### config.mk
export PLATFORM = sky130hd
export DESIGN_NAME = ppdc_acc
export DESIGN_NICKNAME = d
export VERILOG_FILES = /design/src/sv/ppdc_pkg.sv /design/src/sv/ppdc_acc.sv
export SDC_FILE = /design/constraint.sdc
export NUM_CORES = 1
export LEC_CHECK = 0
export BUFFER_PORTS_ARGS = -buffer_cell sky130_fd_sc_hd__buf_2
export CELL_PAD_IN_SITES_DETAIL_PLACEMENT = 1
export CELL_PAD_IN_SITES_GLOBAL_PLACEMENT = 1
export CORE_UTILIZATION = 35
export CTS_BUF_LIST = sky130_fd_sc_hd__clkbuf_16
export DETAILED_ROUTE_END_ITERATION = 6
export PLACE_DENSITY = 0.68
export RECOVER_POWER = 100
export SLEW_MARGIN = 20
export SYNTH_ARGS = -nofsm -noshare
export SYNTH_HDL_FRONTEND = slang
export SYNTH_SLANG_ARGS = --single-unit
### constraint.sdc
create_clock -name clk -period 10.2 [get_ports clk]
set_input_delay 2.55 -clock clk [delete_from_list [all_inputs] [get_ports clk]]
set_output_delay 2.55 -clock clk [all_outputs]
set_load 0.02 [all_outputs]
### src/sv/ppdc_pkg.sv
// ----------------------------------------------------------------------------
// ppdc_pkg - shared types and constants for the position PID controller
// Field widths, register indexes, reset values, pipeline control struct.
// ----------------------------------------------------------------------------
package ppdc_pkg;

	localparam int IN_W      = 32;
	localparam int ERR_W     = 33;
	localparam int DIFF_W    = 34;
	localparam int GAIN_W    = 24;
	localparam int ILIM_W    = 20;
	localparam int OLIM_W    = 16;
	localparam int BAND_W    = 24;
	localparam int DRIVE_W   = 33;
	localparam int CFG_W     = 24;
	localparam int CFG_IDX_W = 3;
	localparam int PROD_W    = GAIN_W + 1 + ERR_W;
	localparam int DPROD_W   = GAIN_W + 1 + DIFF_W;

	localparam logic [CFG_IDX_W-1:0] REG_KP   = 3'd0;
	localparam logic [CFG_IDX_W-1:0] REG_KI   = 3'd1;
	localparam logic [CFG_IDX_W-1:0] REG_KD   = 3'd2;
	localparam logic [CFG_IDX_W-1:0] REG_ILIM = 3'd3;
	localparam logic [CFG_IDX_W-1:0] REG_OLIM = 3'd4;
	localparam logic [CFG_IDX_W-1:0] REG_BAND = 3'd5;

	localparam logic [ILIM_W-1:0] ILIM_RST = 20'd80000;
	localparam logic [OLIM_W-1:0] OLIM_RST = 16'd10000;
	localparam logic [BAND_W-1:0] BAND_RST = 24'd19661;

	typedef struct packed {
		logic [GAIN_W-1:0] kp;
		logic [GAIN_W-1:0] ki;
		logic [GAIN_W-1:0] kd;
		logic [ILIM_W-1:0] ilim;
		logic [OLIM_W-1:0] olim;
		logic [BAND_W-1:0] band;
	} cfg_t;

	// load strobes, one per pipeline stage
	typedef struct packed {
		logic s1;
		logic s2;
		logic s3;
		logic s4;
		logic s5;
		logic s6;
	} pipe_ld_t;

endpackage

### src/sv/ppdc_acc.sv
// ----------------------------------------------------------------------------
// ppdc_acc - integral accumulator and output saturation
// Floors the products, updates and clamps the integral term, sums the
// drive, saturates it (zero inside the dead band) and holds it in the output register.
// ----------------------------------------------------------------------------
module ppdc_acc import ppdc_pkg::*; #(
	parameter int FRAC_BITS = 16
) (
	input  logic                      clk,
	input  logic                      arst_n,
	input  pipe_ld_t                  ld,
	input  logic [ILIM_W-1:0]         ilim,
	input  logic [OLIM_W-1:0]         olim,
	input  logic signed [PROD_W-1:0]  p_s4,
	input  logic signed [PROD_W-1:0]  i_s4,
	input  logic signed [DPROD_W-1:0] d_s4,
	input  logic                      inside_s4,
	output logic signed [DRIVE_W-1:0] drive
);

	localparam int IW     = ILIM_W + FRAC_BITS + 1;
	localparam int ISUM_W = ((IW > PROD_W) ? IW : PROD_W) + 1;
	localparam int PD_W   = ((PROD_W > DPROD_W) ? PROD_W : DPROD_W) + 1;
	localparam int TOT_W  = ((PD_W > IW) ? PD_W : IW) + 1;

	logic signed [PROD_W-1:0]  p_sh;
	logic signed [PROD_W-1:0]  i_sh;
	logic signed [DPROD_W-1:0] d_sh;
	logic signed [ISUM_W-1:0]  isum;
	logic signed [ISUM_W-1:0]  ilim_v;
	logic signed [ISUM_W-1:0]  iclamp;
	logic signed [IW-1:0]      integ_q;
	logic signed [PD_W-1:0]    pd;
	logic signed [PD_W-1:0]    pd_s5;
	logic                      inside_s5;
	logic signed [TOT_W-1:0]   tot;
	logic signed [TOT_W-1:0]   olim_v;
	logic signed [TOT_W-1:0]   oclamp;

	// arithmetic shifts floor toward minus infinity
	assign p_sh = p_s4 >>> FRAC_BITS;
	assign i_sh = i_s4 >>> FRAC_BITS;
	assign d_sh = d_s4 >>> FRAC_BITS;

	assign isum = $signed({{(ISUM_W-IW){integ_q[IW-1]}}, integ_q})
		+ $signed({{(ISUM_W-PROD_W){i_sh[PROD_W-1]}}, i_sh});
	assign ilim_v = $signed({{(ISUM_W-ILIM_W-FRAC_BITS){1'b0}}, ilim,
		{FRAC_BITS{1'b0}}});

	always_comb begin
		if (isum > ilim_v) begin
			iclamp = ilim_v;
		end else if (isum < -ilim_v) begin
			iclamp = -ilim_v;
		end else begin
			iclamp = isum;
		end
	end

	assign pd = $signed({{(PD_W-PROD_W){p_sh[PROD_W-1]}}, p_sh})
		+ $signed({{(PD_W-DPROD_W){d_sh[DPROD_W-1]}}, d_sh});

	assign tot = $signed({{(TOT_W-PD_W){pd_s5[PD_W-1]}}, pd_s5})
		+ $signed({{(TOT_W-IW){integ_q[IW-1]}}, integ_q});
	assign olim_v = $signed({{(TOT_W-OLIM_W-FRAC_BITS){1'b0}}, olim,
		{FRAC_BITS{1'b0}}});

	always_comb begin
		if (tot > olim_v) begin
			oclamp = olim_v;
		end else if (tot < -olim_v) begin
			oclamp = -olim_v;
		end else begin
			oclamp = tot;
		end
	end

	always_ff @(posedge clk or negedge arst_n) begin
		if (!arst_n) begin
			integ_q <= '0;
		end else if (ld.s5) begin
			integ_q <= iclamp[IW-1:0];
		end
	end

	always_ff @(posedge clk) begin
		if (ld.s5) begin
			pd_s5     <= pd;
			inside_s5 <= inside_s4;
		end
		if (ld.s6) begin
			drive <= inside_s5 ? '0 : oclamp[DRIVE_W-1:0];
		end
	end

endmodule
### Yosys cells after proc, flatten, opt, wreduce, memory -nomap -nowiden

Index checks and enable logic that the tools add are counted.

| storage, ports and cells | value |
|---|---|
| register bits after elaboration | 115 |
| input port bits | 220 |
| word-level logic and storage cells | 19 |

| operators by class | value |
|---|---|
| $add $sub $neg | 5 |
| magnitude comparators | 4 |
| mux-type cells | 4 |
| reduce and logical (&&, ||, !) cells | 1 |

Operators with widths:

| kind | number |
|---|---|
| two-way mux 37 bit | 2 |
| less-than comparator 45 x 61 -> 1 bit | 1 |
| negator 32 -> 61 bit | 1 |
| less-than comparator 43 x 59 -> 1 bit | 1 |
| negator 36 -> 59 bit | 1 |
| adder 44 x 37 -> 45 bit | 1 |
| greater-than comparator 45 x 33 -> 1 bit | 1 |
| adder 42 x 43 -> 44 bit | 1 |
| adder 37 x 42 -> 43 bit | 1 |
| greater-than comparator 43 x 37 -> 1 bit | 1 |
| two-way mux 33 bit | 1 |
| two-way mux 32 bit | 1 |
| OR reduction 2 bit | 1 |

### Longest topological paths before layout

| logic depth | value |
|---|---|
| depth in word-level cells | 4 |
| mapped depth | 28 |

### Least setup slack after synthesis

OpenSTA, ideal clock, no wires.

| timing path | value |
|---|---|
| path type | in2reg |
| from | input i_s4[16] |
| to | register integ_q[20] |
| library setup time | 0.091 ns |
| data arrival time | 8.215 ns |
| required time | 10.109 ns |
| slack | 1.894 ns |
| stages on the path | 24 |
| path buffers | 1 |
| cell sequence | ha_1 fa_1 a211oi_1 nor4b_1 a2111o_1 a211oi_1 nor2_1 a21boi_0 o21bai_1 a21oi_1 xnor2_1 ha_1 nand2_1 nor4_1 nand3_1 a2111oi_0 nand4_1 nor4_1 nand4_1 a2111o_1 o41ai_2 clkbuf_1 nand2_1 o221ai_1 |

| between the ends | value |
|---|---|
| word-level cells in the longest chain between the ends | 4 |

Ends and longest elaborated chain:

| what | line | RTL |
|---|---|---|
| start: declaration | ppdc_acc.sv:15 | `input logic signed [PROD_W-1:0] i_s4,` |
| adder 37 x 42 -> 43 bit * | ppdc_acc.sv:46 | `+ $signed({{(ISUM_W-PROD_W){i_sh[PROD_W-1]}}, i_sh});` |
| less-than comparator 43 x 59 -> 1 bit | ppdc_acc.sv:53 | `end else if (isum < -ilim_v) begin` |
| two-way mux 37 bit | ppdc_acc.sv:53 |  |
| two-way mux 37 bit * | ppdc_acc.sv:51 | `if (isum > ilim_v) begin` |
| end signal: assignment | ppdc_acc.sv:82 | `integ_q <= iclamp[IW-1:0];` |
| end: declaration | ppdc_acc.sv:32 | `logic signed [IW-1:0] integ_q;` |

Mark *: on every way between the ends. The rest lies on a longest branch, timed or not.
A chain may end at the register's enable or synchronous reset.

### Final worst setup path

| timing path | value |
|---|---|
| from | input i_s4[20] |
| to | register integ_q[16] |

Same word-level chain as after synthesis.

==> metrics.json <==
{
  "top_usage_layer": "met2",
  "gr_util_met2_pct": 41.4,
  "worst_pin_slew_ns": 3.20,
  "start_util_pct": 35.4,
  "finalWeightedCongestion": 0.877,
  "postPlaceCellArea_sq_um": 17300,
  "detail_route.drc_violations": 0,
  "syn_nets": 2330,
  "grt.met3_usage_pct": 2.59,
  "post-cts-setup-buffer-count": 0,
  "area_growth_syn_to_layout_pct": 13.3,
  "post_synth_instance_area_sq_um": 15600,
  "synth_sequential_area_ratio_pct": 20.9,
  "count_of_pins_over_their_slew_limit": 166,
  "root_buffer": "sky130_fd_sc_hd__clkbuf_16",
  "power.static_leakage_nw": 8.04,
  "cp.arrival_ns": 9.84,
  "worst-setup-path-type": "primary input to flip-flop",
  "power.ir.vdd_worst_mv": 0.151,
  "cts_hold_buffers": 0,
  "fmaxAchievable_ghz": 0.103,
  "drtAntennaViolNets": 0,
  "crit_path_max_fanout": 15,
  "report.final.setup_viol": 0,
  "grt_util_met1_pct": 31.8,
  "cts_sink_count": 115,
  "via_count": 15500,
  "total_congestion_overflow_after_global_routing": 0,
  "cell_count_after_synthesis": 1865,
  "critical-path-top-cell-by-count": "sky130_fd_sc_hd__nand4_1",
  "dr_wl_cell_um": 20.5,
  "drt_wl_total_mm": 54.6,
  "timing.setup.tns_ns": 0,
  "die_height_um": 213,
  "critical_path_cell_count": 24,
  "clock-skew-final_ns": 0.0179,
  "timing.critical_path.to_type": "flip-flop",
  "grt_max_degree": 63,
  "cts-buffers-inserted": 17,
  "fin_area_sq_um": 17700,
  "dr.pass1.iters": 5,
  "post_synth_num_cell_types": 97,
  "design.final.nets": 2518,
  "critPathBufInv": 3,
  "timing.critical_path.required_ns": 10.36,
  "yosys_most_used_dff": "sky130_fd_sc_hd__edfxtp_1",
  "critPathTopFamily": "simple AND/OR/NAND/NOR gates",
  "max-clock-path-buffers": 2,
  "count_of_flip_flops_with_a_built_in_enable_after_synthesis": 78,
  "min_period_over_period_pct": 95.0,
  "post-route-util_pct": 40.1,
  "detailedPlacementHpwl_mm": 45.9,
  "violations": "capacitance limit, slew limit",
  "fillers": 5426,
  "finalCriticalPeriod_ns": 9.69,
  "r2r_cells": 23,
  "grt_setup_unrepaired": "false",
  "design.die.area_sq_um": 45500,
  "area_of_the_core_region_sq_um": 44100,
  "antenna_found_initial": 5,
  "worst_skew_pair.late_latency_ns": 0.43,
  "die_width_um": 213,
  "result_of_the_run": "complete, but fails checks",
  "ios": 253,
  "startpoint_type": "primary input",
  "cts.htree.levels": 4,
  "grt.total_usage_pct": 24.2,
  "power.total_w": 0.00541,
  "grt_first_pass_wirelength_mm": 86.3,
  "initialDrtViolationCount": 740,
  "avgViaCountPerCell": 5.80,
  "worst_path_max_delay_cell": "sky130_fd_sc_hd__nor4_1",
  "slowest_delay_ns": 0.84,
  "numPortBuffers": 200,
  "first_global_vias": 15900,
  "max_cap_violation_count": 4,
  "pwr_density_cell_nw_per_um2": 306,
  "cts.repair.resized": 0,
  "post_synth.cell_area_avg_sq_um": 8.38,
  "worst_slew_margin_relative_to_its_limit_pct": -113,
  "placed_cells": 2626,
  "cp_cell_sequence": "buf_1, ha_1, o21ai_0, nor4b_1, a2111o_1, a211oi_1, clkbuf_1, nor4b_1, nor2_1, xnor2_1, ha_1, nand4_1, nor4_1, nand3_1, a2111oi_0, nand4_1, nor4_1, nand4_1, a2111o_1, o41ai_2, buf_4, nand2_1, mux2i_1, a21oi_1",
  "hold_class": "flip-flop to flip-flop",
  "hold_viol": 0,
  "std_cell_rows": 77,
  "number_of_cells_on_the_worst_hold_path": 2,
  "synth.ff_latch_count": 115,
  "ys_async_sr_fraction_pct": 32.2,
  "drive_gt1_share_pct": 11.8,
  "cts.reportedPaths.clkPinSlew_ns": 0.06,
  "final_cell_count_no_fill": 2663,
  "yosysWarnings": 0,
  "cts_tree": "done"
}
-- layout make-up --
type,instances,area [sq um],share of cell area [%]
inverter,111,417,2.35
clock buffer,18,450,2.54
clock inverter,14,72.6,0.410
antenna,5,12.5,0.0707
timing repair buffer,225,1140,6.42
multi-input combinational,1583,11600,65.6
sequential,115,3270,18.5
tap,592,741,4.18
-- cells by family (layout without fill, tap and decap cells) --
family	count (synthesis)	after routing	synth area share, %
DFF	115	115	20.9
adders and majority gates	246	246	19.8
and+or+nand+nor	533	533	17.5
other	0	5	0
muxes	20	20	1.28
buffers and inverters	167	368	4.80
xor gates and xnor gates	133	133	7.45
AOI/OAI and AO/OA	651	651	28.3
-- path summary, 6_finish.rpt --
check,to,slack [ns],from
worst max-delay path,integ_q[16],0.51,i_s4[20]
max in group asynchronous,integ_q[32],6.07,arst_n
worst max register to register,integ_q[16],2.27,integ_q[4]
worst min-delay path,integ_q[9],0.58,integ_q[9]
worst min register to register,integ_q[9],0.58,integ_q[9]
min in group asynchronous,integ_q[4],2.80,arst_n
-- sequential cells by signal (all words and copies together), names as in the netlist --
| register | cells |
|---|---|
| inside_s5 | 1 |
| integ_q | 37 |
| drive | 33 |
| pd_s5 | 44 |
-- synth_stat cells (22+ instances only) --
| master | count | share of area [%] |
|---|---|---|
| sky130_fd_sc_hd__a21o_1 | 87 | 4.2 |
| sky130_fd_sc_hd__a21oi_1 | 177 | 5.7 |
| sky130_fd_sc_hd__clkbuf_1 | 36 | 0.86 |
| sky130_fd_sc_hd__dfrtp_1 | 37 | 5.9 |
| sky130_fd_sc_hd__edfxtp_1 | 78 | 15 |
| sky130_fd_sc_hd__ha_1 | 242 | 19 |
| sky130_fd_sc_hd__inv_1 | 110 | 2.6 |
| sky130_fd_sc_hd__nand2_1 | 103 | 2.5 |
| sky130_fd_sc_hd__nand3_1 | 41 | 1.3 |
| sky130_fd_sc_hd__nand4_1 | 32 | 1.3 |
| sky130_fd_sc_hd__nor2_1 | 142 | 3.4 |
| sky130_fd_sc_hd__nor2b_1 | 24 | 0.96 |
| sky130_fd_sc_hd__nor3_1 | 56 | 1.8 |
| sky130_fd_sc_hd__nor4_1 | 24 | 0.96 |
| sky130_fd_sc_hd__o21a_1 | 33 | 1.6 |
| sky130_fd_sc_hd__o21ai_0 | 107 | 3.4 |
| sky130_fd_sc_hd__o21bai_1 | 22 | 1.1 |
| sky130_fd_sc_hd__xnor2_1 | 96 | 5.4 |
| sky130_fd_sc_hd__xor2_1 | 37 | 2.1 |
-- layer usage --
metal	vias to the layer above	wire [um]	share of wire, %
met5	-	0	0
met4	0	1350	2.5
met1	7580	25700	47
met3	62	1780	3.3
met2	293	25800	47
li1	7521	-	-
-- power by group --
group	switching [W]	internal, W	leakage (nW)
Clock	0.000229	0.000318	0.269
Combinational	0.00248	0.00157	6.52
Sequential	0.000150	0.000664	1.25
-- worst reg2reg max path: stages, from the launching register on --
cell	delay (ns)
sky130_fd_sc_hd__dfrtp_1	0.44
sky130_fd_sc_hd__ha_1	0.37
sky130_fd_sc_hd__o21ai_0	0.16
sky130_fd_sc_hd__nor4b_1	0.71
sky130_fd_sc_hd__a2111o_1	0.28
sky130_fd_sc_hd__a211oi_1	0.09
sky130_fd_sc_hd__clkbuf_1	0.17
sky130_fd_sc_hd__nor4b_1	0.57
sky130_fd_sc_hd__nor2_1	0.16
sky130_fd_sc_hd__xnor2_1	0.49
sky130_fd_sc_hd__ha_1	0.23
sky130_fd_sc_hd__nand4_1	0.13
sky130_fd_sc_hd__nor4_1	0.84
sky130_fd_sc_hd__nand3_1	0.26
sky130_fd_sc_hd__a2111oi_0	0.36
sky130_fd_sc_hd__nand4_1	0.16
sky130_fd_sc_hd__nor4_1	0.32
sky130_fd_sc_hd__nand4_1	0.26
sky130_fd_sc_hd__a2111o_1	0.50
sky130_fd_sc_hd__o41ai_2	0.28
sky130_fd_sc_hd__buf_4	0.28
sky130_fd_sc_hd__nand2_1	0.28
sky130_fd_sc_hd__mux2i_1	0.25
sky130_fd_sc_hd__a21oi_1	0.09
-- per-stage QoR --
stage | setup WS, ns | hold WS (ns)
detailed placement | 0.409 | 0.590
global route | 0.127 | 0.612
CTS | 0.814 | 0.605
floorplan | 1.89 | 0.478
finish | 0.514 | 0.581
global placement | 0.480 | 0.581
-- placed cells by master, fill, tap and decap left out, types with 18 or more instances in the layout --
cell type / count
sky130_fd_sc_hd__a211oi_1: 21
sky130_fd_sc_hd__a21o_1: 87
sky130_fd_sc_hd__a21oi_1: 177
sky130_fd_sc_hd__buf_2: 160
sky130_fd_sc_hd__clkbuf_1: 46
sky130_fd_sc_hd__clkbuf_16: 18
sky130_fd_sc_hd__dfrtp_1: 37
sky130_fd_sc_hd__edfxtp_1: 78
sky130_fd_sc_hd__ha_1: 242
sky130_fd_sc_hd__inv_1: 113
sky130_fd_sc_hd__mux2i_1: 20
sky130_fd_sc_hd__nand2_1: 103
sky130_fd_sc_hd__nand3_1: 42
sky130_fd_sc_hd__nand4_1: 32
sky130_fd_sc_hd__nor2_1: 142
sky130_fd_sc_hd__nor2b_1: 24
sky130_fd_sc_hd__nor3_1: 56
sky130_fd_sc_hd__nor4_1: 24
sky130_fd_sc_hd__o21a_1: 33
sky130_fd_sc_hd__o21ai_0: 108
sky130_fd_sc_hd__o21bai_1: 22
sky130_fd_sc_hd__xnor2_1: 96
sky130_fd_sc_hd__xor2_1: 37
Note: power is estimated with default switching activity, not from simulation.
