[src/sv/ppdc_pkg.sv]
// ----------------------------------------------------------------------------
// ppdc_pkg - shared types and constants for the position PID controller
// Field widths, register indexes, reset values, pipeline control struct.
// ----------------------------------------------------------------------------
package ppdc_pkg;

	localparam int IN_W      = 32;
	localparam int ERR_W     = 33;
	localparam int DIFF_W    = 34;
	localparam int GAIN_W    = 24;
	localparam int ILIM_W    = 20;
	localparam int OLIM_W    = 16;
	localparam int BAND_W    = 24;
	localparam int DRIVE_W   = 33;
	localparam int CFG_W     = 24;
	localparam int CFG_IDX_W = 3;
	localparam int PROD_W    = GAIN_W + 1 + ERR_W;
	localparam int DPROD_W   = GAIN_W + 1 + DIFF_W;

	localparam logic [CFG_IDX_W-1:0] REG_KP   = 3'd0;
	localparam logic [CFG_IDX_W-1:0] REG_KI   = 3'd1;
	localparam logic [CFG_IDX_W-1:0] REG_KD   = 3'd2;
	localparam logic [CFG_IDX_W-1:0] REG_ILIM = 3'd3;
	localparam logic [CFG_IDX_W-1:0] REG_OLIM = 3'd4;
	localparam logic [CFG_IDX_W-1:0] REG_BAND = 3'd5;

	localparam logic [ILIM_W-1:0] ILIM_RST = 20'd80000;
	localparam logic [OLIM_W-1:0] OLIM_RST = 16'd10000;
	localparam logic [BAND_W-1:0] BAND_RST = 24'd19661;

	typedef struct packed {
		logic [GAIN_W-1:0] kp;
		logic [GAIN_W-1:0] ki;
		logic [GAIN_W-1:0] kd;
		logic [ILIM_W-1:0] ilim;
		logic [OLIM_W-1:0] olim;
		logic [BAND_W-1:0] band;
	} cfg_t;

	// load strobes, one per pipeline stage
	typedef struct packed {
		logic s1;
		logic s2;
		logic s3;
		logic s4;
		logic s5;
		logic s6;
	} pipe_ld_t;

endpackage

[src/sv/ppdc_err.sv]
// ----------------------------------------------------------------------------
// ppdc_err - error, dead band and error difference
// Registers the sample, forms the error, applies the dead band and keeps
// the last error for the derivative path.
// ----------------------------------------------------------------------------
module ppdc_err import ppdc_pkg::*; (
	input  logic                     clk,
	input  logic                     arst_n,
	input  pipe_ld_t                 ld,
	input  logic signed [IN_W-1:0]   target,
	input  logic signed [IN_W-1:0]   feedback,
	input  logic [BAND_W-1:0]        band,
	output logic signed [ERR_W-1:0]  errb_s3,
	output logic signed [DIFF_W-1:0] diff_s3,
	output logic                     inside_s3
);

	logic signed [IN_W-1:0]   target_s1;
	logic signed [IN_W-1:0]   feedback_s1;
	logic signed [ERR_W-1:0]  err_raw;
	logic signed [DIFF_W-1:0] err_x;
	logic signed [DIFF_W-1:0] band_x;
	logic                     in_band;
	logic signed [ERR_W-1:0]  err_s2;
	logic                     inside_s2;
	logic signed [ERR_W-1:0]  errb;
	logic signed [DIFF_W-1:0] diff;
	logic signed [ERR_W-1:0]  last_err_q;

	assign err_raw = $signed({target_s1[IN_W-1], target_s1})
		- $signed({feedback_s1[IN_W-1], feedback_s1});
	assign err_x   = $signed({err_raw[ERR_W-1], err_raw});
	assign band_x  = $signed({{(DIFF_W-BAND_W){1'b0}}, band});
	// strictly inside the band
	assign in_band = (err_x < band_x) && (err_x > -band_x);

	assign errb = inside_s2 ? '0 : err_s2;
	assign diff = $signed({errb[ERR_W-1], errb})
		- $signed({last_err_q[ERR_W-1], last_err_q});

	always_ff @(posedge clk) begin
		if (ld.s1) begin
			target_s1   <= target;
			feedback_s1 <= feedback;
		end
		if (ld.s2) begin
			err_s2    <= err_raw;
			inside_s2 <= in_band;
		end
		if (ld.s3) begin
			errb_s3   <= errb;
			diff_s3   <= diff;
			inside_s3 <= inside_s2;
		end
	end

	always_ff @(posedge clk or negedge arst_n) begin
		if (!arst_n) begin
			last_err_q <= '0;
		end else if (ld.s3) begin
			last_err_q <= errb;
		end
	end

endmodule

[config.mk]
export PLATFORM = sky130hd
export DESIGN_NAME = ppdc_err
export DESIGN_NICKNAME = d
export VERILOG_FILES = /design/src/sv/ppdc_pkg.sv /design/src/sv/ppdc_err.sv
export SDC_FILE = /design/constraint.sdc
export NUM_CORES = 1
export LEC_CHECK = 0
export ABC_AREA = 1
export BUFFER_PORTS_ARGS = -buffer_cell sky130_fd_sc_hd__buf_2
export CORE_AREA = 2 2 142 157
export CTS_CLUSTER_DIAMETER = 30
export DETAILED_ROUTE_END_ITERATION = 7
export DIE_AREA = 0 0 144 159
export MAX_ROUTING_LAYER = met4
export PLACE_DENSITY = 0.92
export SLEW_MARGIN = 20
export SYNTH_ARGS = -nofsm -noshare
export SYNTH_HDL_FRONTEND = slang
export SYNTH_SLANG_ARGS = --single-unit
export TNS_END_PERCENT = 50
[constraint.sdc]
create_clock -name clk -period 3.7 [get_ports clk]
set_input_delay 0.74 -clock clk [delete_from_list [all_inputs] [get_ports clk]]
set_output_delay 0.74 -clock clk [all_outputs]
set_load 0.01 [all_outputs]
# == After elaboration in Yosys (flattened, before gate mapping) ==
# Cells that the tools add are included.
# W data, S select, Z words.
# op_classes
n_addsub,3
magnitude_cmp,2
muxes,1
reduce_logical,1
# op_table
operator,count
$gt A33 B34 Y1,1
$neg A24 Y34,1
$sub A33 B33 Y34,1
$lt A33 B25 Y1,1
$mux W33,1
$sub A32 B32 Y33,1
$logic_and A1 B1 Y1,1
# word_totals
regBits,199
in_bits,96
out_inout_bits,68

# == Depth between registers and ports, before layout ==
# Gate-level depths: netlist of the first run.
# depth
depth_word,3
depth_mapped,29
mapped_depth_nobuf,29

# == Worst setup path before layout of the first run ==
# OpenSTA, ideal clock, no wires.
# synth_timing
path_type,in2reg
from,input port band[1]
to,register inside_s2 (data pin)
setup_ns,0.256
t_arrival_ns,3.224
path_slack_ns,0.221
stages,21
path_buffers,0
path_cell_list,inv_1 > ha_1 > nand3_2 > nor3_4 > nand2_2 > nor2_2 > inv_2 > nor2_2 > nand2_2 > nor4_4 > nand3_2 > nor2_1 > xor2_1 > ha_1 > nand2_1 > nor3_1 > nand3_1 > nor4_1 > nand3_1 > nand3_2 > nor2_2
# synth_between
elab_chain_len,3
word_cells_on_any_way,4
classes_between,1 x add/sub; 2 x order compare; 1 x reduce/logical
# synth_rtl
item,line,source
from (decl),ppdc_err.sv:12,"input logic [BAND_W-1:0] band,"
$neg A24 Y34,ppdc_err.sv:35,assign in_band = (err_x < band_x) && (err_x > -band_x);
$gt A33 B34 Y1,ppdc_err.sv:35,
$logic_and A1 B1 Y1 *,ppdc_err.sv:35,
net in_band,ppdc_err.sv:23,logic in_band;
to (signal assigned),ppdc_err.sv:48,inside_s2 <= in_band;
to (decl),ppdc_err.sv:25,logic inside_s2;
# Mark *: on every way through the listed nets, which the timed path passes. The rest lies on a longest branch.
# A chain may end at the register's enable or synchronous reset.

# == Worst setup path in the final report of the first run ==
# layout_timing
from,register target_s1[9]
to,register inside_s2 (data pin)
# layout_between
elab_chain_len,3
word_cells_on_any_way,4
classes_between,1 x add/sub; 2 x order compare; 1 x reduce/logical
# layout_rtl
item,line,source
from (decl),ppdc_err.sv:18,logic signed [IN_W-1:0] target_s1;
from (signal assigned),ppdc_err.sv:43,target_s1 <= target;
$sub A32 B32 Y33 *,ppdc_err.sv:31,"- $signed({feedback_s1[IN_W-1], feedback_s1});"
net err_raw[32],ppdc_err.sv:20,logic signed [ERR_W-1:0] err_raw;
$gt A33 B34 Y1 or $lt A33 B25 Y1 (tied branches),ppdc_err.sv:35,
$logic_and A1 B1 Y1 *,ppdc_err.sv:35,
net in_band,ppdc_err.sv:23,
# Marks and branches as above.

==> flow_results.org, run 1 <==
** Status
- The flow ran to the end, and the final reports show no timing, DRC or antenna violations.

** Flow run
- MaxCap Viol Count :: 0

** Timing
- Transition time at the pin with the least slew margin :: 0.8021 ns
- Relative slew slack :: 46.53%
- The max-slew violation total from the final report came to 0.
- Setup Viol. Count Final :: 0
- Count of final hold-check violations :: 0
- Peak Freq :: 273.3 MHz
- Portion of the clock cycle consumed by the worst path in the final layout :: 98.88%
- Setup repair after global routing could not meet its margin everywhere.
- After layout, the minimum clock period comes to 3.659 ns.
- Across the routed clock network, the largest skew measured is 0.009450 ns.

** Logic synthesis
- Post-synth EDFFs :: 166
- Synthesis produced a netlist with a net count of 1592.
- Gate Count Post-Synth :: 1375
- The most used flip-flop cell after synthesis is sky130_fd_sc_hd__edfxtp_1.
- Of the synthesized area, sequential elements account for 46.94%.
- Yosys Warn Count :: 0
- Fraction of post-synthesis cell area in the top cell type by area :: 40.27%
- The biggest area contributor in the post-synthesis netlist is sky130_fd_sc_hd__edfxtp_1.
- Cell variety after synth :: 50
- Syn_area_per_cell :: 9.002 µm²
- Counting flops with an async set or reset pin after synthesis yields a share of 16.58%.
- Cell types occupying the most area after synthesis :: sky130_fd_sc_hd__edfxtp_1 40%, sky130_fd_sc_hd__ha_1 12%, sky130_fd_sc_hd__nand2_1 7.8%
- Count of state elements after synthesis :: 199
- Cell area after synthesis :: 12380 µm²

** Routing
- Wires add up to 26.66 mm.
- In the routed layout, each cell is associated on average with a via count of 5.160.
- For this block, the via count after detailed routing is 9669.
- Before antenna repair, the detailed router went through 5 iterations.
- After detailed routing, the average wire length per cell comes to 14.23 µm.
- Number of nets with antenna violations after detailed routing :: 0
- The detailed router finished its first iteration with 517 violations.
- In the routed design, unresolved DRC markers number 0.

** Global route
- The number of antenna violations at the first check in global routing was 3.
- Maximum number of pins on one net before global-route repair :: 82
- For this run the aggregate overflow at the end of global routing stands at 0.
- The via count of the first global-routing pass came to 9318.
- Global routing used 24.37% of the available tracks.
- Wire length of the first global-routing pass :: 42.69 mm

** Final layout
- Growth of design area from synthesis to finish :: 16.60%
- The filler cells instantiated in the layout total 1640.
- Commonest non-fill, non-tap cells in the layout :: 254 x sky130_fd_sc_hd__nand2_1, 239 x sky130_fd_sc_hd__inv_1, 166 x sky130_fd_sc_hd__edfxtp_1
- Register cell area after layout :: 5811 µm²
- Measured on the finished design, the core utilization comes to 67.98%.
- Cells with a size suffix above 1 make up 19.35% of the layout.
- Net count of the finished layout :: 1785
- Footprint of the multi-input gates :: 5774 µm²
- Commonest non-fill, non-tap cell in the layout :: sky130_fd_sc_hd__nand2_1

** Placed design
- RD Place Congestion :: 0.9774
- Input and output buffers added on the ports amount to 160.
- Total half-perimeter wirelength after legalization and detailed placement :: 21.13 mm

** Clock network
- Cts bufs inserted :: 17
- The tree is rooted in a sky130_fd_sc_hd__clkbuf_16.
- CTS tree :: yes
- Clock-pin slew was measured on the worst setup and hold paths at 0.08 ns.
- The clock drives 199 sinks.
- The clock passes through at most 2 buffers.
- Worst-Skew Late Latency :: 0.44 ns
- Count of H-tree levels built during CTS :: 4
- Hold repair after CTS inserted 0 buffers.

** Die
- For this configuration, the core starts out at a cell density of 58.30%.
- Core area :: 21230 µm²
- Cell Rows :: 56
- I/O pins :: 164
- The die covers 22900 µm².
- Floorplan die width :: 144 µm
- The die is 159 µm tall.

** Setup path
- Setup slack on the worst reg-to-reg path comes out at 0.04 ns.
- Worst setup path category :: flop to flop
- Crit Path Max Fanout :: 4
- The worst setup path is captured at a flop.
- The worst setup path is launched from a flop.
- For the worst setup path, the data required time is 3.90 ns.
- Arrival time at the worst endpoint :: 3.86 ns

** Power
- The internal power of the cells totals 5.081 mW.
- Combinational Power Share :: 39.0%
- The analysis attributes to cell leakage a power of 6.914 nW.
- Sequential share of power :: 38.4%
- PD cells :: 557.0 nW/µm²
- The share of total power dissipated in the clock network is 22.6%.
- For this design the total switching power over the nets is 2.957 mW.
- After layout, the design draws a total of 8.039 mW.
- VDD sags by at most 0.0003901 V.
- Of the total power, the share spent switching nets is 36.79%.

** Min path
- The tightest min-delay check is of the input port to async pin type.
what timing repair did:
| action | 4_1_cts | 5_1_grt |
|---|---|---|
| hold endpoints to repair | 0 | 0 |
| gates cloned | 0 | 0 |
| buffers inserted | 0 | 3 |
| pin swaps | 1 | 20 |
| resized for setup | 4 | 36 |
| endpoints found under the setup margin | 1 | 1 |
Yosys cell counts (2+ instances only):
library cell,instances
sky130_fd_sc_hd__a211oi_1,3
sky130_fd_sc_hd__inv_2,6
sky130_fd_sc_hd__nor2_4,2
sky130_fd_sc_hd__a21o_1,6
sky130_fd_sc_hd__nand4_1,13
sky130_fd_sc_hd__nor3_1,18
sky130_fd_sc_hd__xnor2_1,16
sky130_fd_sc_hd__xor2_1,50
sky130_fd_sc_hd__a31oi_1,5
sky130_fd_sc_hd__a221oi_1,3
sky130_fd_sc_hd__dfrtp_1,33
sky130_fd_sc_hd__nand3_1,52
sky130_fd_sc_hd__o21ai_1,9
sky130_fd_sc_hd__inv_1,240
sky130_fd_sc_hd__clkbuf_1,8
sky130_fd_sc_hd__a21oi_2,9
sky130_fd_sc_hd__nand2_2,8
sky130_fd_sc_hd__or2_1,2
sky130_fd_sc_hd__o21ai_0,65
sky130_fd_sc_hd__edfxtp_1,166
sky130_fd_sc_hd__o21ai_2,5
sky130_fd_sc_hd__o21a_1,5
sky130_fd_sc_hd__nand3_2,7
sky130_fd_sc_hd__nor2_2,8
sky130_fd_sc_hd__nor2_1,142
sky130_fd_sc_hd__fa_1,2
sky130_fd_sc_hd__nand2_1,258
sky130_fd_sc_hd__ha_1,119
sky130_fd_sc_hd__nor4_1,4
sky130_fd_sc_hd__buf_1,2
sky130_fd_sc_hd__o21bai_1,12
sky130_fd_sc_hd__a21oi_1,79
cell type report:
class,instances,share of cell area [%]
Sequential cell,199,40.26
Multi-Input combinational cell,920,40.01
Timing Repair Buffer,184,6.814
Inverter,246,6.398
Clock buffer,21,3.190
Tap cell,290,2.514
Clock inverter,11,0.7629
Antenna cell,3,0.05202
routing by layer:
metal  GRT usage [%]  wire length, µm  up-vias
met5               -                0        -
li1                -                -     4932
met3           3.429             1069       65
met4           8.422              873        0
met2           42.27            13470      269
met1           28.92            11250     4403
path summary, 6_finish.rpt:
check                                      end      startpoint  cells past startpoint
worst min register to register  last_err_q[23]  last_err_q[23]                      2
max in group asynchronous       last_err_q[26]          arst_n                      1
min in group clk                feedback_s1[2]     feedback[2]                      1
worst max register to register       inside_s2    target_s1[9]                     18
worst max-delay path                 inside_s2    target_s1[9]                     18
worst min-delay path             last_err_q[7]          arst_n                      1
critical path: stages, from the launching register on:
cell and delay (ns):
sky130_fd_sc_hd__edfxtp_1 0.37, sky130_fd_sc_hd__ha_1 0.38, sky130_fd_sc_hd__a21oi_1 0.29, sky130_fd_sc_hd__o21ai_1 0.15, sky130_fd_sc_hd__a21oi_1 0.30, sky130_fd_sc_hd__o21ai_4 0.15, sky130_fd_sc_hd__nand3_1 0.11, sky130_fd_sc_hd__nand2_1 0.08
sky130_fd_sc_hd__nand3_1 0.07, sky130_fd_sc_hd__nand2_1 0.06, sky130_fd_sc_hd__o21ai_2 0.12, sky130_fd_sc_hd__ha_1 0.25, sky130_fd_sc_hd__nand2_1 0.08, sky130_fd_sc_hd__inv_1 0.17, sky130_fd_sc_hd__nand4_1 0.24, sky130_fd_sc_hd__nor4_2 0.32
sky130_fd_sc_hd__nand3_1 0.12, sky130_fd_sc_hd__nand3_2 0.10, sky130_fd_sc_hd__nor2_2 0.03
through the flow:
stage	instances	hold WS, ns	setup TNS (ns)	area, µm²	worst slack, ns
2_1_floorplan	1375	0.4444	0	12380	0.2208
3_3_place_gp	1836	0.5119	-0.06407	13660	-0.06407
3_5_place_dp	1836	0.5344	-0.1504	13660	-0.1504
4_1_cts	1868	0.3796	0	14250	0.04003
5_1_grt	1874	0.4278	-0.1812	14430	-0.1812
6_report	1874	0.3543	0	14430	0.04126
flip-flops by register name, indices dropped and copies added (netlist names):
name	count
errb_s3	33
target_s1	32
feedback_s1	32
inside_s3	1
diff_s3	34
inside_s2	1
err_s2	33
last_err_q	33
power by group through the flow:
stage	clock network [mW]	registers, mW	logic [mW]
2_1_floorplan	0	3.25	1.98
3_3_place_gp	0	3.12	2.91
3_5_place_dp	0	3.14	3.00
4_1_cts	1.83	3.09	3.03
5_1_grt	1.93	3.13	3.54
6_report	1.81	3.09	3.14
cell families (layout without fill, tap and decap cells):
logic type,Yosys count,in the layout,share of synthesized area (%)
compound gates,210,210,10.01
xor+xnor,66,66,4.670
fa+ha+maj,121,121,12.35
buf+inv,256,462,7.763
flops,199,199,46.94
other cells,0,3,0
simple gates,523,523,18.27
Power figures use the tool's default switching activity.
==> run 2: changes to the inputs <==
clock period = 4.1 ns   (was 3.7 ns; I/O delays follow)
==> run 2 against run 1 <==
Against the previous run: routed wire length is 0.60% lower; final area is 1.7% lower; non-clock buffer count is 15 lower; clock skew is 0.0047 ns higher; critical path depth is 9 higher.
==> flow_results.org, run 2 (synthesized netlist as in run 1, its figures left out) <==
** Power
- Combinational logic burns 38.3% of the power.
- IR analysis of the VDD net gives a maximum drop of 0.0003124 V.
- For this design the ratio of total power to cell area is 505.5 nW/µm².
- P_int :: 4.544 mW
- Leakage power :: 6.827 nW
- Net switching is 36.64% of the power.
- Sequential cells burn 38.8% of the power.
- Of the total power, the clock network draws 22.9%.
- Summed over all nets, the switching power comes to 2.627 mW.

** Timing
- Setup violations remaining at the end of the flow were counted as 0.
- Transition time at the pin with the least slew margin :: 0.9256 ns
- Accumulated negative setup slack :: 0 ns
- Static timing analysis puts the maximum clock frequency at 260.6 MHz.
- Number of max-slew violations in the final report :: 0
- Portion of the clock cycle consumed by the worst path in the final layout :: 93.58%
- Final min period :: 3.837 ns
- The clock arrives with 0.01418 ns of skew.
- Setup repair after global routing left no endpoint under its margin.
- In this run the tightest slew margin relative to its limit is 38.30%.
- Count of final hold-check violations :: 0

** Placed design
- Number of placed instances with taps included :: 1822
- At the end of routability-driven placement, the weighted congestion stood at 1.042.
- Total half-perimeter wirelength after legalization and detailed placement :: 21.21 mm
- After detailed placement, the total cell area comes to 13560 µm².
- IO Port Bufs :: 160

** Final layout
- The net count of the finished layout is 1770.
- For this run, the number of standard cells in the final layout without fillers is 1860.
- Register containing the most flip-flops in the final layout :: diff_s3
- The top cell types in the final layout, fill and taps aside, are 257 x sky130_fd_sc_hd__nand2_1, 240 x sky130_fd_sc_hd__inv_1, 166 x sky130_fd_sc_hd__edfxtp_1.
- The area growth from synthesis to layout is 14.62%.
- The library cell used most frequently in the layout, excluding fill and tap cells, is sky130_fd_sc_hd__nand2_1.
- In the final layout, the share of cells above drive strength 1 is 16.67%.
- Summing all non-filler instances in the final layout gives an area of 14190 µm².
- The register with the most flip-flops in the layout has 34 of them.

** Setup path
- Crit Path Max Fanout :: 4
- Arrival time at the worst endpoint :: 4.03 ns
- Data on the critical path is required at its endpoint by 4.30 ns.
- In this run the worst setup path terminates at inside_s2.
- The setup check on the worst reg-to-reg path leaves a slack of 0.26 ns.
- The setup path with the least slack is of type flop to flop.
- Measured in cells, the most critical reg-to-reg path has a length of 27.
- Endpoint kind of the worst setup timing path :: flop
- Worst setup path startpoint :: target_s1[0]
- STA classifies the critical path startpoint as a flop.
- The endpoint identified for the worst register-to-register timing path is inside_s2.
- In this run the critical register-to-register path is launched from target_s1[0].

** Global route
- Global routing used 24.74% of the available tracks across all layers.
- The number of antenna violations at the first check in global routing came to 4.
- The first global-routing pass estimated 43.42 mm of wire.
- The via count of the first global-routing pass came to 9561.
- GRT Residual Overflow :: 0
- Maximum number of pins on one net before global-route repair :: 93

** Routing
- Number of design-rule violations left by the first detailed-router iteration :: 437
- Summed over all layers, the routed wires come to 26.50 mm.
- Routed wire per std cell :: 14.25 µm
- DRC violation count after routing :: 0
- Across all layers, the routed design uses 9744 vias.
- Number of nets with antenna violations after detailed routing :: 0
- After detailed routing, the number of vias per cell comes to 5.239.
- For this run, the detailed router's first-pass iteration total came to 5.

** Die
- Floorplan die width :: 144 µm
- Die footprint :: 22900 µm²
- I/O pins :: 164
- In this run the standard cell core region covers 21230 µm².
- The floorplan has 56 rows.
- Initial Utilization :: 58.30%
- In this run the vertical extent of the chip is 159 µm.

** Clock network
- The clock passes through at most 2 buffers.
- In this run, CTS created clock tree buffers numbering 17.
- For the worst-skew pair, the clock arrives at the later sink with an insertion delay of 0.44 ns.
- Clk sink count :: 199
- Root Driver :: sky130_fd_sc_hd__clkbuf_16
- After clock tree synthesis, the clock-pin slew on the worst setup and hold paths is 0.08 ns.
- CTS tree :: yes
- Count of H-tree levels built during CTS :: 4

** Min path
- Classification of the worst-slack hold path :: input port to async pin

** Flow run
- MaxCap Viol Count :: 0

** Status
- Status :: complete, no violations
==> run 2: worst min-delay path by stage <==
stage                         startpoint  cells past startpoint  slack, ns              to
after floorplan            last_err_q[0]                      2       0.49   last_err_q[0]
final                             arst_n                      1       0.43   last_err_q[7]
after global routing              arst_n                      1       0.48   last_err_q[7]
after global placement     last_err_q[0]                      2       0.51   last_err_q[0]
after detailed placement  last_err_q[17]                      2       0.53  last_err_q[17]
after CTS                         arst_n                      1       0.45   last_err_q[7]
==> run 2: layer usage <==
| metal | vias up | GRT usage, % | part of all wire (%) |
|---|---|---|---|
| met5 | - | - | 0 |
| met2 | 335 | 42.71 | 50 |
| met1 | 4404 | 28.27 | 41 |
| met3 | 80 | 3.820 | 4.9 |
| li1 | 4925 | - | - |
| met4 | 0 | 10.87 | 3.9 |
==> run 2: cell type report <==
type | count | area (µm²)
inverter | 246 | 923.4
timing repair buffer | 169 | 870.8
clock inverter | 11 | 108.9
sequential | 199 | 5811
clock buffer | 21 | 470.5
tap | 290 | 362.8
multi-input combinational | 920 | 5630
antenna | 4 | 10.01
fill | 1668 | 7043
==> run 2: through the flow <==
step	worst slack (ns)	power, mW	hold WS (ns)	util (%)
floorplan	0.5408	4.718	0.4927	-
global placement	0.1614	5.418	0.5128	63.87
detailed placement	0.08016	5.522	0.5305	63.87
CTS	0.2340	7.163	0.4503	66.60
global route	0.009524	7.672	0.4844	66.83
finish	0.2634	7.171	0.4294	66.83
==> run 2: worst max-delay path, stage by stage (launching register included) <==
cell and delay [ns]:
sky130_fd_sc_hd__edfxtp_1 0.36, sky130_fd_sc_hd__inv_1 0.06, sky130_fd_sc_hd__ha_1 0.14, sky130_fd_sc_hd__inv_1 0.06
sky130_fd_sc_hd__fa_1 0.39, sky130_fd_sc_hd__nand3_1 0.11, sky130_fd_sc_hd__nand2_2 0.11, sky130_fd_sc_hd__a21boi_4 0.24
sky130_fd_sc_hd__buf_4 0.15, sky130_fd_sc_hd__o21bai_2 0.11, sky130_fd_sc_hd__xor2_1 0.37, sky130_fd_sc_hd__ha_1 0.30
sky130_fd_sc_hd__nand2_1 0.09, sky130_fd_sc_hd__nor2_1 0.09, sky130_fd_sc_hd__nand2_1 0.08, sky130_fd_sc_hd__nand3_1 0.08
sky130_fd_sc_hd__nand2_1 0.06, sky130_fd_sc_hd__nand3_1 0.06, sky130_fd_sc_hd__a21oi_1 0.15, sky130_fd_sc_hd__nand2_1 0.07
sky130_fd_sc_hd__nand2_1 0.06, sky130_fd_sc_hd__nand3_1 0.06, sky130_fd_sc_hd__nand2_1 0.06, sky130_fd_sc_hd__nand2_1 0.06
sky130_fd_sc_hd__nand2_2 0.07, sky130_fd_sc_hd__nand3_1 0.08, sky130_fd_sc_hd__nand3_2 0.08, sky130_fd_sc_hd__nor2_2 0.03
==> run 2: power by group through the flow <==
stage / clock network [mW] / logic (mW) / registers [mW]
floorplan: 0 / 1.78 / 2.93
global placement: 0 / 2.60 / 2.82
detailed placement: 0 / 2.69 / 2.84
CTS: 1.66 / 2.71 / 2.79
global route: 1.73 / 3.11 / 2.83
finish: 1.64 / 2.75 / 2.79
==> run 2: repair_timing <==
| item | 4_1_cts | 5_1_grt |
|---|---|---|
| setup buffers | 0 | 2 |
| hold buffers | 0 | 0 |
| setup endpoints to repair | 0 | 1 |
| gates resized for setup | 0 | 5 |
==> run 3: changes to the inputs <==
ABC_AREA = 0   (was 1)
CORE_AREA = 2 2 139 154   (was 2 2 142 157)
DIE_AREA = 0 0 141 156   (was 0 0 144 159)
==> run 3 against run 2 <==
Against the previous run: the flow now finishes with violations (negative setup slack); final area is 3.0% higher; synthesized area decreased by 5.7%; largest power group is now combinational logic; total power grew 2.8%; die area is 3.9% lower; global-route usage decreased by 0.63 points; routed wire length shrank 3.3%; worst hold slack better by 0.013 ns; sequential share of layout area decreased by 1.2 points; via count is 7.6% lower; largest cell class unchanged; register-to-register slack got worse by 0.80 ns.
==> flow_results.org, run 3 <==
** Status
- Status :: finished, violations left
- The final reports fail on negative setup slack.

** Logic synthesis
- Counting every net in the synthesized netlist gives 1287.
- In this run the cell area of the synthesized design comes to 11670 µm².
- After synthesis, the cell types taking the most area are sky130_fd_sc_hd__edfxtp_1 43%, sky130_fd_sc_hd__ha_1 13%, sky130_fd_sc_hd__dfrtp_1 7.1%.
- Counting flops with an async set or reset pin after synthesis yields a share of 16.58%.
- Counting instances in the post-synthesis netlist gives the leading cell types as 166 x sky130_fd_sc_hd__edfxtp_1, 119 x sky130_fd_sc_hd__ha_1, 106 x sky130_fd_sc_hd__inv_1.
- Yosys Warn Count :: 0
- Count of state elements after synthesis :: 199
- Cell variety after synth :: 76
- By instance count, the leading cell after synthesis is sky130_fd_sc_hd__edfxtp_1.
- Ys flop type :: sky130_fd_sc_hd__edfxtp_1
- Syn_area_per_cell :: 10.91 µm²
- The biggest area contributor in the post-synthesis netlist is sky130_fd_sc_hd__edfxtp_1.
- Fraction of post-synthesis cell area in the top cell type by area :: 42.72%
- The share of the Yosys chip area taken by registers is 49.80%.
- Gate Count Post-Synth :: 1070
- Post-synth EDFFs :: 166

** Setup path
- Reg2reg setup slack :: -0.53 ns
- Endpoint kind of the worst setup timing path :: flop
- The startpoint identified for the worst register-to-register timing path is target_s1[1].
- Arrival time at the worst endpoint :: 4.83 ns
- Counting cells, the worst reg-to-reg path comes to 23.
- Tracing the worst setup path back leads to its startpoint at target_s1[1].
- Worst setup path category :: flop to flop
- Capturing instance or port of the critical path :: inside_s2
- The worst register-to-register path ends at inside_s2.
- Along the worst path, the maximum fanout reaches 2.
- CP startpoint kind :: flop
- At the worst endpoint, the required time is 4.29 ns.

** Timing
- Once routing completed, OpenROAD measured the worst setup slack at -0.5344 ns.
- Peak Freq :: 215.8 MHz
- In this run the tightest slew margin relative to its limit is 40.05%.
- For the pin with the worst max-slew slack, the measured transition is 0.8993 ns.
- Setup repair after global routing could not meet its margin everywhere.
- Max Clock Skew :: 0.009689 ns
- Counting I/O delays and the setup requirement, the final critical path takes 4.634 ns.
- Portion of the clock cycle consumed by the worst path in the final layout :: 113.0%
- The number of hold violations in the final report is 0.
- Setup Viol. Count Final :: 1
- Number of max-slew violations in the final report :: 0

** Final layout
- Register containing the most flip-flops in the final layout :: diff_s3
- The register with the most flip-flops in the layout has 34 of them.
- Cell area after layout :: 14610 µm²
- For this run, the post-layout net count is 1587.
- Finished Core Util :: 71.47%
- Growth of design area from synthesis to finish :: 25.19%
- Commonest non-fill, non-tap cell in the layout :: sky130_fd_sc_hd__edfxtp_1
- Commonest non-fill, non-tap cells in the layout :: 166 x sky130_fd_sc_hd__edfxtp_1, 159 x sky130_fd_sc_hd__buf_2, 139 x sky130_fd_sc_hd__buf_4
- Cells with a size suffix above 1 make up 28.13% of the layout.

** Global route
- Across every metal layer, demand over resource in global routing totals 24.11%.
- Maximum number of pins on one net before global-route repair :: 119
- Wire length of the first global-routing pass :: 40.92 mm
- The number of antenna violations at the first check in global routing is 3.
- GRT Residual Overflow :: 0
- Vias in the first global route :: 8808

** Power
- VDD IR-drop max :: 0.0003209 V
- Leakage power :: 6.587 nW
- Switch share :: 33.40%
- Power comes to 7.370 mW.
- PD cells :: 504.5 nW/µm²
- Of the total power, combinational logic draws 40.0%.
- Cell internal power was estimated by the tool at 4.908 mW.
- Net switching power :: 2.462 mW
- Clock network fraction of total power :: 22.1%
- In this run, flip-flops and latches consume 37.9% of the power.

** Routing
- The routed layout has 9003 vias.
- Routed wire per std cell :: 15.60 µm
- The detail route stage leaves a number of antenna-violating nets equal to 0.
- Sum of routed wire length over all layers :: 25.62 mm
- Vias per cell :: 5.483
- In this run, the number of DRC markers left after iteration 0 of detailed routing was 476.
- Initial DRT Pass Iterations :: 5
- For this run, design rule violations remaining after detail routing come to 0.

** Placed design
- RD Place Congestion :: 0.9445
- Total half-perimeter wirelength after legalization and detailed placement :: 19.53 mm
- Placed Area :: 13720 µm²
- IO Port Bufs :: 160

** Clock network
- At the later pin of the worst-skew pair, clock insertion delay measures 0.43 ns.
- Clock-pin slew on the worst setup and hold paths :: 0.08 ns
- Cts bufs inserted :: 17
- CTS placed an instance of sky130_fd_sc_hd__clkbuf_16 at the clock tree root.
- After clock tree synthesis, the flow added hold-fix buffers numbering 0.
- Counting every sink on the clock net gives 199.
- Max clock buf depth :: 2
- In this run the number of H-tree levels came out at 4.
- CTS tree :: yes

** Die
- Once the floorplan was initialized, standard cells occupied 57.09% of the core.
- 164 I/O pins were placed.
- From left edge to right edge, the die measures 141 µm.
- The die covers 22000 µm².
- From bottom edge to top edge, the die measures 156 µm.
- Core area :: 20440 µm²
- The floorplan has 55 rows.

** Flow run
- Max-cap violations in this run came to 0.

** Min path
- Classification of the worst-slack hold path :: input port to async pin
-- run 3: changes by cell type after synthesis, sizes merged, moves of 9 or more --
cell,change
a21o,+33
a21oi,-16
and3,+9
inv,-137
nand2,-190
nand2b,+13
nand3,-38
nor2,-101
nor2b,+41
o211ai,+10
o21ai,-11
xnor2,+42
xor2,-34
-- run 3: stage by stage --
step | instances | hold slack, ns | TNS, ns | setup WS, ns
finish | 1642 | 0.4423 | -0.5344 | -0.5344
global route | 1642 | 0.4967 | -0.7871 | -0.7871
CTS | 1634 | 0.4551 | -0.4583 | -0.4583
detailed placement | 1599 | 0.5165 | -0.6771 | -0.6771
global placement | 1599 | 0.4989 | -0.5840 | -0.5840
floorplan | 1070 | 0.4849 | -0.3591 | -0.3591
-- run 3: power by group through the flow --
stage,registers (mW),logic [mW],clock network [mW]
final,2.80,2.95,1.63
after detailed placement,2.84,2.76,0
after CTS,2.80,2.84,1.66
after global placement,2.83,2.68,0
after floorplan,2.94,1.69,0
after global routing,2.83,3.27,1.73
-- run 3: worst min-delay path by stage --
| stage | from | endpoint | slack [ns] | cells after the start |
|---|---|---|---|---|
| finish | arst_n | last_err_q[32] | 0.44 | 1 |
| global route | arst_n | last_err_q[27] | 0.50 | 1 |
| CTS | arst_n | last_err_q[32] | 0.46 | 1 |
| detailed placement | last_err_q[0] | last_err_q[0] | 0.52 | 1 |
| global placement | last_err_q[0] | last_err_q[0] | 0.50 | 1 |
| floorplan | last_err_q[0] | last_err_q[0] | 0.48 | 1 |
-- run 3: layout make-up --
cell class	count	area (µm²)
Inverter	110	412.9
Clock buffer	18	429.2
Clock inverter	14	141.4
Timing Repair Buffer	299	1851
Fill cell	1405	5831
Multi-Input combinational cell	743	5635
Tap cell	256	320.3
Antenna cell	3	7.507
Sequential cell	199	5811
-- run 3: worst max-delay path, cell delays in order, from the launching register on --
cell and delay, ns:
sky130_fd_sc_hd__edfxtp_1 0.45, sky130_fd_sc_hd__buf_4 0.17, sky130_fd_sc_hd__fa_2 0.41, sky130_fd_sc_hd__a211oi_4 0.32, sky130_fd_sc_hd__nor4b_4 0.09, sky130_fd_sc_hd__o31ai_1 0.19
sky130_fd_sc_hd__nand2_1 0.10, sky130_fd_sc_hd__a21o_1 0.17, sky130_fd_sc_hd__a21o_1 0.22, sky130_fd_sc_hd__a21oi_2 0.19, sky130_fd_sc_hd__xnor2_2 0.09, sky130_fd_sc_hd__buf_4 0.14
sky130_fd_sc_hd__buf_4 0.13, sky130_fd_sc_hd__ha_4 0.26, sky130_fd_sc_hd__nand4_1 0.09, sky130_fd_sc_hd__nor3_2 0.21, sky130_fd_sc_hd__a21oi_2 0.08, sky130_fd_sc_hd__a21boi_2 0.17
sky130_fd_sc_hd__o221ai_2 0.19, sky130_fd_sc_hd__a21oi_2 0.05, sky130_fd_sc_hd__o31ai_2 0.26, sky130_fd_sc_hd__nor4_1 0.08, sky130_fd_sc_hd__buf_4 0.13, sky130_fd_sc_hd__o211a_1 0.19
-- run 3: routing by layer --
metal | vias up | wire length (µm) | track usage (%)
li1 | 4499 | - | -
met1 | 4215 | 11040 | 29.26
met3 | 58 | 976 | 3.990
met5 | - | 0 | -
met4 | 0 | 782 | 9.524
met2 | 231 | 12820 | 40.58
-- run 3: cell families (layout without fill, tap and decap cells) --
kind of cell	count (synthesis)	count (layout)	share of synthesized area, %
AO/OA/AOI/OAI	260	260	14.14
XOR/XNOR	74	74	5.780
adder cells (fa/ha/maj)	122	122	13.20
buffers and inverters	128	441	4.193
flip-flops	199	199	49.80
multiplexers	3	3	0.2788
other	0	3	0
AND/OR/NAND/NOR	284	284	12.61
-- run 3: timing repair --
item,in CTS,in global routing
endpoints found under the setup margin,1,2
gates resized for setup,20,27
setup buffers,3,5
pin swaps,24,30
hold endpoints to repair,0,0
